**config.mk**
```make
export PLATFORM = sky130hd
export DESIGN_NAME = conv3d_weight_transpose_addr
export DESIGN_NICKNAME = d
export VERILOG_FILES = /design/src/hdl/c3wta_pkg.sv /design/src/hdl/c3wta_regs.sv /design/src/hdl/c3wta_pos.sv /design/src/hdl/c3wta_pipe.sv /design/src/hdl/conv3d_weight_transpose_addr.sv
export SDC_FILE = /design/constraint.sdc
export NUM_CORES = 1
export LEC_CHECK = 0
export ABC_AREA = 1
export BUFFER_PORTS_ARGS = -buffer_cell sky130_fd_sc_hd__buf_4
export CORE_MARGIN = 4
export CORE_UTILIZATION = 47
export DETAILED_ROUTE_END_ITERATION = 8
export PLACE_DENSITY = 0.63
export SYNTH_ARGS = -nofsm -noshare
export SYNTH_HDL_FRONTEND = slang
export SYNTH_SLANG_ARGS = --single-unit
```
**constraint.sdc**
```tcl
create_clock -name clk -period 10.8 [get_ports clk]
set_input_delay 0.54 -clock clk [delete_from_list [all_inputs] [get_ports clk]]
set_output_delay 0.54 -clock clk [all_outputs]
set_load 0.05 [all_outputs]
```
**src/hdl/c3wta_pkg.sv**
```systemverilog
`timescale 1ns / 1ps
`default_nettype none
// ----------------------------------------------------------------------------
// c3wta_pkg
// Shared types and constants for the 3D filter transpose address generator.
// ----------------------------------------------------------------------------
package c3wta_pkg;

    // Register file geometry
    localparam int CFG_ADDR_W  = 5;
    localparam int CFG_DATA_W  = 32;
    localparam int CH_SIZE_W   = 11;
    localparam int KER_SIZE_W  = 5;
    localparam int OFFSET_W    = 32;
    localparam int WEIGHT_W    = 16;

    // Register indexes (word address paddr[4:2])
    localparam logic [2:0] REG_OUT_CHANNELS  = 3'd0;
    localparam logic [2:0] REG_IN_CHANNELS   = 3'd1;
    localparam logic [2:0] REG_KERNEL_DEPTH  = 3'd2;
    localparam logic [2:0] REG_KERNEL_HEIGHT = 3'd3;
    localparam logic [2:0] REG_KERNEL_WIDTH  = 3'd4;

    // Effective dimension sizes, after zero and limit handling
    typedef struct packed {
        logic [CH_SIZE_W-1:0]  out_channels;
        logic [CH_SIZE_W-1:0]  in_channels;
        logic [KER_SIZE_W-1:0] kernel_depth;
        logic [KER_SIZE_W-1:0] kernel_height;
        logic [KER_SIZE_W-1:0] kernel_width;
    } sizes_t;

endpackage
`default_nettype wire

```
**src/hdl/c3wta_regs.sv**
```systemverilog
`timescale 1ns / 1ps
`default_nettype none
// ----------------------------------------------------------------------------
// c3wta_regs
// APB register file for the five dimension sizes; derives effective sizes.
// ----------------------------------------------------------------------------
module c3wta_regs #(
    parameter int MAX_CHANNELS = 1024,
    parameter int MAX_KERNEL   = 16
) (
    input  wire logic                                clk,
    input  wire logic                                rst_n,
    input  wire logic                                psel,
    input  wire logic                                penable,
    input  wire logic                                pwrite,
    input  wire logic [c3wta_pkg::CFG_ADDR_W-1:0]    paddr,
    input  wire logic [c3wta_pkg::CFG_DATA_W-1:0]    pwdata,
    output logic      [c3wta_pkg::CFG_DATA_W-1:0]    prdata,
    output logic                                     pready,
    output c3wta_pkg::sizes_t                        sizes
);

    logic [c3wta_pkg::CH_SIZE_W-1:0]  out_channels_reg;
    logic [c3wta_pkg::CH_SIZE_W-1:0]  in_channels_reg;
    logic [c3wta_pkg::KER_SIZE_W-1:0] kernel_depth_reg;
    logic [c3wta_pkg::KER_SIZE_W-1:0] kernel_height_reg;
    logic [c3wta_pkg::KER_SIZE_W-1:0] kernel_width_reg;
    logic                             wr_en;
    logic [2:0]                       reg_idx;

    assign pready  = 1'b1;
    assign wr_en   = psel & penable & pwrite;
    assign reg_idx = paddr[4:2];

    // Write the addressed register; drop writes beyond the list
    always_ff @(posedge clk or negedge rst_n)
    begin
        if (!rst_n)
        begin
            out_channels_reg  <= c3wta_pkg::CH_SIZE_W'(1);
            in_channels_reg   <= c3wta_pkg::CH_SIZE_W'(1);
            kernel_depth_reg  <= c3wta_pkg::KER_SIZE_W'(1);
            kernel_height_reg <= c3wta_pkg::KER_SIZE_W'(1);
            kernel_width_reg  <= c3wta_pkg::KER_SIZE_W'(1);
        end
        else if (wr_en)
        begin
            unique case (reg_idx)
                c3wta_pkg::REG_OUT_CHANNELS:
                    out_channels_reg  <= pwdata[c3wta_pkg::CH_SIZE_W-1:0];
                c3wta_pkg::REG_IN_CHANNELS:
                    in_channels_reg   <= pwdata[c3wta_pkg::CH_SIZE_W-1:0];
                c3wta_pkg::REG_KERNEL_DEPTH:
                    kernel_depth_reg  <= pwdata[c3wta_pkg::KER_SIZE_W-1:0];
                c3wta_pkg::REG_KERNEL_HEIGHT:
                    kernel_height_reg <= pwdata[c3wta_pkg::KER_SIZE_W-1:0];
                c3wta_pkg::REG_KERNEL_WIDTH:
                    kernel_width_reg  <= pwdata[c3wta_pkg::KER_SIZE_W-1:0];
                default:
                begin
                end
            endcase
        end
    end

    // Read back the addressed register
    always_comb
    begin
        unique case (reg_idx)
            c3wta_pkg::REG_OUT_CHANNELS:
                prdata = c3wta_pkg::CFG_DATA_W'(out_channels_reg);
            c3wta_pkg::REG_IN_CHANNELS:
                prdata = c3wta_pkg::CFG_DATA_W'(in_channels_reg);
            c3wta_pkg::REG_KERNEL_DEPTH:
                prdata = c3wta_pkg::CFG_DATA_W'(kernel_depth_reg);
            c3wta_pkg::REG_KERNEL_HEIGHT:
                prdata = c3wta_pkg::CFG_DATA_W'(kernel_height_reg);
            c3wta_pkg::REG_KERNEL_WIDTH:
                prdata = c3wta_pkg::CFG_DATA_W'(kernel_width_reg);
            default:
                prdata = '0;
        endcase
    end

    // Zero counts as one; saturate above the limit
    always_comb
    begin
        if (out_channels_reg == '0)
            sizes.out_channels = c3wta_pkg::CH_SIZE_W'(1);
        else if (32'(out_channels_reg) > MAX_CHANNELS)
            sizes.out_channels = c3wta_pkg::CH_SIZE_W'(MAX_CHANNELS);
        else
            sizes.out_channels = out_channels_reg;

        if (in_channels_reg == '0)
            sizes.in_channels = c3wta_pkg::CH_SIZE_W'(1);
        else if (32'(in_channels_reg) > MAX_CHANNELS)
            sizes.in_channels = c3wta_pkg::CH_SIZE_W'(MAX_CHANNELS);
        else
            sizes.in_channels = in_channels_reg;

        if (kernel_depth_reg == '0)
            sizes.kernel_depth = c3wta_pkg::KER_SIZE_W'(1);
        else if (32'(kernel_depth_reg) > MAX_KERNEL)
            sizes.kernel_depth = c3wta_pkg::KER_SIZE_W'(MAX_KERNEL);
        else
            sizes.kernel_depth = kernel_depth_reg;

        if (kernel_height_reg == '0)
            sizes.kernel_height = c3wta_pkg::KER_SIZE_W'(1);
        else if (32'(kernel_height_reg) > MAX_KERNEL)
            sizes.kernel_height = c3wta_pkg::KER_SIZE_W'(MAX_KERNEL);
        else
            sizes.kernel_height = kernel_height_reg;

        if (kernel_width_reg == '0)
            sizes.kernel_width = c3wta_pkg::KER_SIZE_W'(1);
        else if (32'(kernel_width_reg) > MAX_KERNEL)
            sizes.kernel_width = c3wta_pkg::KER_SIZE_W'(MAX_KERNEL);
        else
            sizes.kernel_width = kernel_width_reg;
    end

endmodule
`default_nettype wire

```
**src/hdl/c3wta_pos.sv**
```systemverilog
`timescale 1ns / 1ps
`default_nettype none
// ----------------------------------------------------------------------------
// c3wta_pos
// Five wrapping source position counters, width fastest, out channel slowest.
// ----------------------------------------------------------------------------
module c3wta_pos #(
    parameter int CH_POS_W  = 10,
    parameter int KER_POS_W = 4
) (
    input  wire logic                 clk,
    input  wire logic                 rst_n,
    input  wire c3wta_pkg::sizes_t    sizes,
    input  wire logic                 advance,
    output logic [CH_POS_W-1:0]       out_channel_pos,
    output logic [CH_POS_W-1:0]       in_channel_pos,
    output logic [KER_POS_W-1:0]      depth_pos,
    output logic [KER_POS_W-1:0]      height_pos,
    output logic [KER_POS_W-1:0]      width_pos,
    output logic                      last
);

    logic [CH_POS_W-1:0]  oc_pos_reg, oc_pos_next;
    logic [CH_POS_W-1:0]  ic_pos_reg, ic_pos_next;
    logic [KER_POS_W-1:0] d_pos_reg,  d_pos_next;
    logic [KER_POS_W-1:0] h_pos_reg,  h_pos_next;
    logic [KER_POS_W-1:0] w_pos_reg,  w_pos_next;
    logic                 end_w, end_h, end_d, end_i, end_o;

    // Flag each counter at or beyond its final value
    assign end_w = (32'(w_pos_reg)  + 32'd1) >= 32'(sizes.kernel_width);
    assign end_h = (32'(h_pos_reg)  + 32'd1) >= 32'(sizes.kernel_height);
    assign end_d = (32'(d_pos_reg)  + 32'd1) >= 32'(sizes.kernel_depth);
    assign end_i = (32'(ic_pos_reg) + 32'd1) >= 32'(sizes.in_channels);
    assign end_o = (32'(oc_pos_reg) + 32'd1) >= 32'(sizes.out_channels);

    assign last = end_w & end_h & end_d & end_i & end_o;

    // Ripple the carry from width up to out channel
    always_comb
    begin
        oc_pos_next = oc_pos_reg;
        ic_pos_next = ic_pos_reg;
        d_pos_next  = d_pos_reg;
        h_pos_next  = h_pos_reg;
        w_pos_next  = w_pos_reg;
        if (!end_w)
            w_pos_next = w_pos_reg + 1'b1;
        else
        begin
            w_pos_next = '0;
            if (!end_h)
                h_pos_next = h_pos_reg + 1'b1;
            else
            begin
                h_pos_next = '0;
                if (!end_d)
                    d_pos_next = d_pos_reg + 1'b1;
                else
                begin
                    d_pos_next = '0;
                    if (!end_i)
                        ic_pos_next = ic_pos_reg + 1'b1;
                    else
                    begin
                        ic_pos_next = '0;
                        if (!end_o)
                            oc_pos_next = oc_pos_reg + 1'b1;
                        else
                            oc_pos_next = '0;
                    end
                end
            end
        end
    end

    // Advance on every accepted transaction
    always_ff @(posedge clk or negedge rst_n)
    begin
        if (!rst_n)
        begin
            oc_pos_reg <= '0;
            ic_pos_reg <= '0;
            d_pos_reg  <= '0;
            h_pos_reg  <= '0;
            w_pos_reg  <= '0;
        end
        else if (advance)
        begin
            oc_pos_reg <= oc_pos_next;
            ic_pos_reg <= ic_pos_next;
            d_pos_reg  <= d_pos_next;
            h_pos_reg  <= h_pos_next;
            w_pos_reg  <= w_pos_next;
        end
    end

    assign out_channel_pos = oc_pos_reg;
    assign in_channel_pos  = ic_pos_reg;
    assign depth_pos       = d_pos_reg;
    assign height_pos      = h_pos_reg;
    assign width_pos       = w_pos_reg;

endmodule
`default_nettype wire

```
**src/hdl/c3wta_pipe.sv**
```systemverilog
`timescale 1ns / 1ps
`default_nettype none
// ----------------------------------------------------------------------------
// c3wta_pipe
// Four-stage multiply-add pipeline for the destination offset, with stall.
// ----------------------------------------------------------------------------
module c3wta_pipe #(
    parameter int CH_POS_W  = 10,
    parameter int KER_POS_W = 4,
    parameter int WORD_W    = 16
) (
    input  wire logic                              clk,
    input  wire logic                              rst_n,
    input  wire c3wta_pkg::sizes_t                 sizes,
    input  wire logic                              in_valid,
    output logic                                   in_ready,
    input  wire logic [CH_POS_W-1:0]               out_channel_pos,
    input  wire logic [CH_POS_W-1:0]               in_channel_pos,
    input  wire logic [KER_POS_W-1:0]              depth_pos,
    input  wire logic [KER_POS_W-1:0]              height_pos,
    input  wire logic [KER_POS_W-1:0]              width_pos,
    input  wire logic                              in_last,
    input  wire logic [WORD_W-1:0]                 in_word,
    output logic                                   out_valid,
    input  wire logic                              out_ready,
    output logic [c3wta_pkg::OFFSET_W-1:0]         out_offset,
    output logic [WORD_W-1:0]                      out_word,
    output logic                                   out_last
);

    localparam int OW = c3wta_pkg::OFFSET_W;

    logic                 v1_reg, v2_reg, v3_reg, v4_reg;
    logic                 rdy1, rdy2, rdy3, rdy4;

    logic [OW-1:0]        acc1_reg, acc2_reg, acc3_reg, acc4_reg;
    logic [KER_POS_W-1:0] h1_reg;
    logic [KER_POS_W-1:0] w1_reg, w2_reg;
    logic [CH_POS_W-1:0]  i1_reg, i2_reg, i3_reg;
    logic [WORD_W-1:0]    wd1_reg, wd2_reg, wd3_reg, wd4_reg;
    logic                 l1_reg, l2_reg, l3_reg, l4_reg;

    // Stall chain: a stage takes new data when empty or when it drains
    assign rdy4     = !v4_reg || out_ready;
    assign rdy3     = !v3_reg || rdy4;
    assign rdy2     = !v2_reg || rdy3;
    assign rdy1     = !v1_reg || rdy2;
    assign in_ready = rdy1;

    // Stage valid flags
    always_ff @(posedge clk or negedge rst_n)
    begin
        if (!rst_n)
        begin
            v1_reg <= 1'b0;
            v2_reg <= 1'b0;
            v3_reg <= 1'b0;
            v4_reg <= 1'b0;
        end
        else
        begin
            if (rdy1)
                v1_reg <= in_valid;
            if (rdy2)
                v2_reg <= v1_reg;
            if (rdy3)
                v3_reg <= v2_reg;
            if (rdy4)
                v4_reg <= v3_reg;
        end
    end

    // Stage 1: depth * OC + out channel
    always_ff @(posedge clk)
    begin
        if (rdy1)
        begin
            acc1_reg <= OW'(depth_pos) * OW'(sizes.out_channels) + OW'(out_channel_pos);
            h1_reg   <= height_pos;
            w1_reg   <= width_pos;
            i1_reg   <= in_channel_pos;
            wd1_reg  <= in_word;
            l1_reg   <= in_last;
        end
    end

    // Stage 2: * KH + height
    always_ff @(posedge clk)
    begin
        if (rdy2)
        begin
            acc2_reg <= acc1_reg * OW'(sizes.kernel_height) + OW'(h1_reg);
            w2_reg   <= w1_reg;
            i2_reg   <= i1_reg;
            wd2_reg  <= wd1_reg;
            l2_reg   <= l1_reg;
        end
    end

    // Stage 3: * KW + width
    always_ff @(posedge clk)
    begin
        if (rdy3)
        begin
            acc3_reg <= acc2_reg * OW'(sizes.kernel_width) + OW'(w2_reg);
            i3_reg   <= i2_reg;
            wd3_reg  <= wd2_reg;
            l3_reg   <= l2_reg;
        end
    end

    // Stage 4: * IC + in channel, held as the output register
    always_ff @(posedge clk)
    begin
        if (rdy4)
        begin
            acc4_reg <= acc3_reg * OW'(sizes.in_channels) + OW'(i3_reg);
            wd4_reg  <= wd3_reg;
            l4_reg   <= l3_reg;
        end
    end

    assign out_valid  = v4_reg;
    assign out_offset = acc4_reg;
    assign out_word   = wd4_reg;
    assign out_last   = l4_reg;

endmodule
`default_nettype wire

```
**src/hdl/conv3d_weight_transpose_addr.sv**
```systemverilog
`timescale 1ns / 1ps
`default_nettype none
// ----------------------------------------------------------------------------
// conv3d_weight_transpose_addr
// Reorders 3D filter elements from (oc, ic, d, h, w) to (d, oc, h, w, ic).
// ----------------------------------------------------------------------------
// Accepts one filter element per clock cycle unless the output stalls, and
// returns it from the offset pipeline with its element offset in the (depth,
// out channel, height, width, in channel) layout; tlast marks the final
// element of the tensor, after which the position counters restart at zero.
// The offset comes from a multiply-add chain, one multiply per stage, fully
// pipelined, so back-to-back elements flow one per cycle and a stalled output
// fills the stages before s_axis_tready drops. Dimension sizes come from the
// APB registers (0: out_channels, 1: in_channels, 2: kernel_depth,
// 3: kernel_height, 4: kernel_width); zero is taken as one and values above
// the limit saturate. Write them only while no transaction is in flight.
// ----------------------------------------------------------------------------
module conv3d_weight_transpose_addr #(
    parameter int MAX_CHANNELS = 1024,
    parameter int MAX_KERNEL   = 16,
    parameter int DATA_WIDTH   = 16
) (
    input  wire logic                                clk,
    input  wire logic                                rst_n,
    // APB configuration port
    input  wire logic                                psel,
    input  wire logic                                penable,
    input  wire logic                                pwrite,
    input  wire logic [c3wta_pkg::CFG_ADDR_W-1:0]    paddr,
    input  wire logic [c3wta_pkg::CFG_DATA_W-1:0]    pwdata,
    output logic      [c3wta_pkg::CFG_DATA_W-1:0]    prdata,
    output logic                                     pready,
    // Input stream
    input  wire logic                                s_axis_tvalid,
    output logic                                     s_axis_tready,
    input  wire logic [15:0]                         s_axis_tdata,  // [15:0] weight_in
    // Output stream
    output logic                                     m_axis_tvalid,
    input  wire logic                                m_axis_tready,
    output logic [47:0]                              m_axis_tdata,  // [31:0] dest_offset,
                                                                    // [47:32] weight_out
    output logic                                     m_axis_tlast   // last_element
);

    localparam int CH_POS_W  = (MAX_CHANNELS > 1) ? $clog2(MAX_CHANNELS) : 1;
    localparam int KER_POS_W = (MAX_KERNEL > 1) ? $clog2(MAX_KERNEL) : 1;
    localparam int WORD_W    = (DATA_WIDTH < c3wta_pkg::WEIGHT_W) ?
                               DATA_WIDTH : c3wta_pkg::WEIGHT_W;

    c3wta_pkg::sizes_t          sizes;
    logic [CH_POS_W-1:0]        oc_pos, ic_pos;
    logic [KER_POS_W-1:0]       d_pos, h_pos, w_pos;
    logic                       pos_last;
    logic                       accept;
    logic [c3wta_pkg::OFFSET_W-1:0] offset;
    logic [WORD_W-1:0]          word;

    assign accept = s_axis_tvalid & s_axis_tready;

    // Configuration registers
    c3wta_regs #(
        .MAX_CHANNELS (MAX_CHANNELS),
        .MAX_KERNEL   (MAX_KERNEL)
    ) u_regs (
        .clk     (clk),
        .rst_n   (rst_n),
        .psel    (psel),
        .penable (penable),
        .pwrite  (pwrite),
        .paddr   (paddr),
        .pwdata  (pwdata),
        .prdata  (prdata),
        .pready  (pready),
        .sizes   (sizes)
    );

    // Source position counters
    c3wta_pos #(
        .CH_POS_W  (CH_POS_W),
        .KER_POS_W (KER_POS_W)
    ) u_pos (
        .clk             (clk),
        .rst_n           (rst_n),
        .sizes           (sizes),
        .advance         (accept),
        .out_channel_pos (oc_pos),
        .in_channel_pos  (ic_pos),
        .depth_pos       (d_pos),
        .height_pos      (h_pos),
        .width_pos       (w_pos),
        .last            (pos_last)
    );

    // Offset pipeline
    c3wta_pipe #(
        .CH_POS_W  (CH_POS_W),
        .KER_POS_W (KER_POS_W),
        .WORD_W    (WORD_W)
    ) u_pipe (
        .clk             (clk),
        .rst_n           (rst_n),
        .sizes           (sizes),
        .in_valid        (s_axis_tvalid),
        .in_ready        (s_axis_tready),
        .out_channel_pos (oc_pos),
        .in_channel_pos  (ic_pos),
        .depth_pos       (d_pos),
        .height_pos      (h_pos),
        .width_pos       (w_pos),
        .in_last         (pos_last),
        .in_word         (s_axis_tdata[WORD_W-1:0]),
        .out_valid       (m_axis_tvalid),
        .out_ready       (m_axis_tready),
        .out_offset      (offset),
        .out_word        (word),
        .out_last        (m_axis_tlast)
    );

    // Pack the result, zero-filling the weight above DATA_WIDTH
    assign m_axis_tdata = {c3wta_pkg::WEIGHT_W'(word), offset};

endmodule
`default_nettype wire
```
======== Word level (Yosys, flattened, before mapping) ========
Index checks and enable logic that the tools add are counted.
cells by class
  equality and inequality tests ........... 4
  multiply operators ...................... 4
  reduce and logical (&&, ||, !) cells .... 23
  bitwise gates (word level) .............. 7
  muxes and demuxes ....................... 16
  magnitude comparators ................... 10
  $add $sub $neg .......................... 14
operator list
  cell                                                              count
  32-bit by 5-bit >= comparator with 1-bit output                   3
  32-bit by 4-bit adder with 32-bit output                          2
  32-bit by 11-bit >= comparator with 1-bit output                  2
  32-bit by 5-bit multiplier with 32-bit output                     2
  11-bit one-hot mux with 5 select lines                            1
  11-bit two-way mux                                                4
  32-bit by 10-bit adder with 32-bit output                         1
  32-bit by 11-bit multiplier with 32-bit output                    1
  5-bit two-way mux                                                 6
  10-bit by 1-bit adder with 11-bit output (second input constant)  2
  11-bit > comparator (second input constant)                       2
  11-bit zero test                                                  2
  10-bit by 1-bit adder with 10-bit output (second input constant)  2
  10-bit two-way mux                                                2
  15-bit by 10-bit adder with 16-bit output                         1
  4-bit by 1-bit adder with 5-bit output (second input constant)    3
  5-bit > comparator (second input constant)                        3
  5-bit zero test                                                   3
  4-bit by 11-bit multiplier with 15-bit output                     1
  4-bit by 1-bit adder with 4-bit output (second input constant)    3
  4-bit two-way mux                                                 3
  2-bit AND reduction                                               6
  1-bit bitwise AND                                                 7
  3-bit by 2-bit == test with 1-bit output (second input constant)  2
  8 further kinds                                                   14
storage, ports and cells
  word-level logic and storage cells ...... 110
  bits in registers ....................... 311

======== Logic depth before layout (Yosys ltp) ========
  word-level depth ........................ 8
  gate-level depth with buffers ........... 29
  gate-level depth less buffers ........... 28

======== By module ========
Synthesis repeated with hierarchy kept, for this count alone.
second synthesis, totals
  cell total of the unflattened synthesis .. 3,527
  area total of the unflattened synthesis .. 29,786.1 µm²
modules (own cells, without submodules)
  module                        cells each  area an instance (µm²)  instances
  c3wta_pipe                    2,808       24,712.5                1
  c3wta_pos                     421         2,917.8                 1
  c3wta_regs                    296         2,148.3                 1
  conv3d_weight_transpose_addr  2           7.5                     1

======== Worst setup path after synthesis ========
OpenSTA, ideal clock, no wires.
  path kind ............................... register to register
  start point ............................. register u_regs.in_channels_reg[0] in the netlist's numbering
  end point ............................... register u_pipe.acc4_reg[31], in the netlist u_pipe.out_offset[31], data pin
  library setup time ...................... 252 ps
  data arrival time ....................... 5,338 ps
  slack ................................... 5,210 ps
  data required time ...................... 10,548 ps
  stages on the path, launching flop included .. 30
  buffers on the path ..................... 1
  clock period less this slack ............ 5,590 ps
  cells stage by stage .................... dfstp_2 -> nor2_1 -> nand2_1 -> o21bai_4 -> inv_2 -> nor2_4 -> inv_1 -> buf_2 -> nor2_1 -> fa_1 -> inv_1 -> fa_1 -> inv_1 -> fa_1 -> fa_1 -> inv_1 -> fa_1 -> inv_1 -> ha_1 -> a21oi_1 -> o21ai_0 -> nand2_1 -> nand2_1 -> a21oi_1 -> or2_1 -> inv_1 -> nor2_1 -> inv_1 -> nand2_1 -> nand2_1
between the ends
  longest elaborated chain between the ends .. 5
  elaborated cells between the ends (all ways) .. 6
RTL lines
  what                                              RTL line           RTL
  from (decl)                                       c3wta_regs.sv:24   logic [c3wta_pkg::CH_SIZE_W-1:0] in_channels_reg;
  from (signal assigned)                            c3wta_regs.sv:41   in_channels_reg <= c3wta_pkg::CH_SIZE_W'(1);
  from (signal assigned)                            c3wta_regs.sv:52   in_channels_reg <= pwdata[c3wta_pkg::CH_SIZE_W-1:0];
  11-bit > comparator                               c3wta_regs.sv:97   else if (32'(in_channels_reg) > MAX_CHANNELS)
  11-bit two-way mux                                c3wta_regs.sv:97
  11-bit two-way mux *                              c3wta_regs.sv:95   if (in_channels_reg == '0)
  32-bit by 11-bit multiplier with 32-bit output *  c3wta_pipe.sv:117  acc4_reg <= acc3_reg * OW'(sizes.in_channels) + OW'(i3_reg);
  32-bit by 10-bit adder with 32-bit output *       c3wta_pipe.sv:117
  to (signal assigned)                              c3wta_pipe.sv:117
  to (decl)                                         c3wta_pipe.sv:36   logic [OW-1:0] acc1_reg, acc2_reg, acc3_reg, acc4_reg;
Mark *: on every way between the ends. The rest lies on a longest branch, timed or not.
A chain may end at the register's enable or synchronous reset.

======== Final worst setup path ========
  start point ............................. register u_regs.in_channels_reg[0] in the netlist's numbering
  end point ............................... register u_pipe.acc4_reg[29], in the netlist u_pipe.out_offset[29], data pin
Same word-level chain as after synthesis.

==> summary.txt <==
Timing
  – RSZ-0062 raised after global routing: false
  – Slew Viols, Final: 0
  – Fmax: 0.139 GHz
  – Fin Setup TNS: 0 ns
  – Clk_skew: 0.0206 ns
  – Tmin final: 7.19 ns
  – Actual slew at the worst max-slew pin: 1.16 ns
  – Final Cycle Share: 0.666
  – Slew HR: 0.225
  – Endpoints failing setup: 0
  – Final Hold Viols: 0

Finish
  – Share of cells above drive strength 1: 0.0664
  – Synth-to-layout area growth: 9.02%
  – Largest register FFs: 32
  – Fin nets: 3842
  – Antenna Cells: 0

Global routing
  – Total gr overflow: 0
  – First-pass GRT wire length: 109000 µm
  – Largest net degree at the start of global routing: 74
  – Vias in the first global route: 21.1k
  – GR Util All Layers: 0.212
  – Initial antenna violation count: 2

Setup path
  – CP Class: reg2reg
  – Crit path DAT: 7.50 ns
  – Setup crit start kind: flip-flop
  – CP bufs+invs: 4
  – CP Max Fanout: 26
  – Top delay family on crit path: adder cells
  – CP Capture Type: flip-flop
  – Worst Path Required: 11.11 ns
  – Max stage delay on crit path: 0.81 ns
  – Worst path slowest cell: clkinv_1
  – Critical Path, Cell by Cell: nor2_1, nand2_1, o21bai_4, nand2_1, clkinv_1, nand2_1, fa_1, fa_1, inv_1, fa_1, fa_1, inv_1, fa_1, inv_1, ha_1, nand4_1, nor3_1, nand3_1, nand3_1, a21o_1, nand2_1, nand3_1, nand2_1

Clock network
  – Clk Latency, worst-skew pair: 0.55 ns
  – H-tree depth: 2
  – Cts bufs inserted: 36
  – Setup bufs post-CTS: 0
  – CTS tree: done
  – CTS Sinks: 281
  – CTS-repair resized insts: 0
  – Root Driver: clkbuf_16
  – Worst-path clk slew: 0.06 ns
  – Clock Path Buffers: 3
  – # hold bufs at CTS: 0

Yosys
  – Yosys reg bits: 281
  – Cell variety after synth: 60
  – Mapped Cells: 3105
  – Sequential share of the synthesized area: 0.286
  – Most frequent cell after synthesis: inv_1
  – Ys async rst share: 0.260
  – Ys Warns: 0
  – Synth top area share: 0.256
  – Ys flop type: edfxtp_1
  – EDFF count, synth: 208
  – Post-synth top cells: 659 x inv_1, 623 x nand2_1, 361 x fa_1
  – Post-synth top area cell: fa_1
  – Largest cells by area after synthesis: fa_1 26%, edfxtp_1 22%, ha_1 11%
  – Mean Syn Cell Area: 9.09 µm²
  – Post-Synthesis Cell Area: 28200 µm²

Place
  – IO buf count: 98
  – RePlAce Congestion: 0.888
  – Dpl hpwl: 53100 µm

Die
  – Die H: 253 µm
  – I/O pin cnt: 144
  – Area of the core: 59200 µm²
  – Starting Density: 0.477
  – Die footprint: 64100 µm²
  – Row Count: 89
  – Die Wd: 253 µm

Route
  – Final wirelength: 66200 µm
  – Router iterations before antenna repair: 5
  – Via-to-Cell Ratio: 5.18
  – Remaining DRCs: 0
  – Antenna viol nets, final: 0
  – DR vias: 20.6k
  – Starting DRT DRC Count: 1376
  – Post-DR wirelength/cell: 16.6 µm

Flow run
  – Maxcap violations: 0

Worst hold path
  – Hold/Removal Path Class: in2async

Outcome
  – Status: completed
==> area by class of cell <==
cell class / count / area, µm²
clock buffers: 45 / 1010
clock inverters: 19 / 164
fillers: 5497 / 28500
inverters: 670 / 2520
multi-input cells: 2087 / 17200
flip-flops and latches: 281 / 8080
well taps: 773 / 967
repair buffers: 106 / 796
==> kinds of logic (layout without fill, tap and decap cells) <==
logic type | count (synthesis) | count (layout) | share of synthesized area
adder cells (fa/ha/maj) | 600 | 600 | 0.362
buffers and inverters | 757 | 840 | 0.106
other | 2 | 22 | 0.000266
AND/OR/NAND/NOR | 1070 | 1070 | 0.155
XOR/XNOR | 94 | 94 | 0.0292
AO/OA/AOI/OAI | 301 | 301 | 0.0616
flip-flops | 281 | 281 | 0.286
==> metrics by stage <==
step                instances  utilization  hold slack (ns)  cell area [µm²]  setup WS [ns]
global placement         3917        0.500            0.400            29600           3.78
detailed placement       3917        0.500            0.405            29600           3.69
CTS                      3981        0.520            0.136            30800           3.69
floorplan                3125            -            0.244            28300           5.21
finish                   3981        0.520            0.125            30800           3.61
global route             3981        0.520            0.144            30800           3.26
==> path summary, 6_finish.rpt <==
kind	from	to	slack [ns]	cells after the start
min	rst_n	u_regs.out_channels_reg[6]$_DFFE_PN0P_	0.13	1
max reg2reg	u_regs.in_channels_reg[0]$_DFFE_PN1P_	u_pipe.out_offset[29]$_DFFE_PP_	3.61	23
max in group asynchronous	rst_n	u_pos.width_pos[3]$_DFFE_PN0P_	10.00	1
min reg2reg	u_pipe.w1_reg[1]$_DFFE_PN_	u_pipe.w2_reg[1]$_DFFE_PP_	0.41	0
min in group clk	s_axis_tdata[2]	u_pipe.wd1_reg[2]$_DFFE_PN_	0.17	1
max	u_regs.in_channels_reg[0]$_DFFE_PN1P_	u_pipe.out_offset[29]$_DFFE_PP_	3.61	23
==> per-layer routing <==
metal  GRT usage  share of wire  vias up
met2       0.344           0.46      544
met3      0.0387          0.064       90
met1       0.297           0.45    10300
met5           0              0        -
li1            -              -     9720
met4      0.0572          0.025        0
==> cell usage in the layout (no fill, tap or decap), types with 5 or more instances in the layout <==
master,count
o22ai_1,14
ha_1,239
xnor2_1,23
o21ai_0,103
nand2_1,623
fa_1,361
inv_2,8
a221oi_1,5
o21bai_1,6
a21o_1,16
o21ai_1,7
o21ai_2,10
nand4_1,28
clkinv_1,8
dfrtp_1,68
edfxtp_1,208
nand3_1,75
nor3_1,15
inv_1,657
clkbuf_16,38
nor2_1,296
xor2_1,71
conb_1,22
dfstp_2,5
clkinv_2,5
buf_4,106
a21oi_1,110
Power is not shown: default switching activity piles up to over one toggle a cycle in this logic, so the estimate is an artifact.
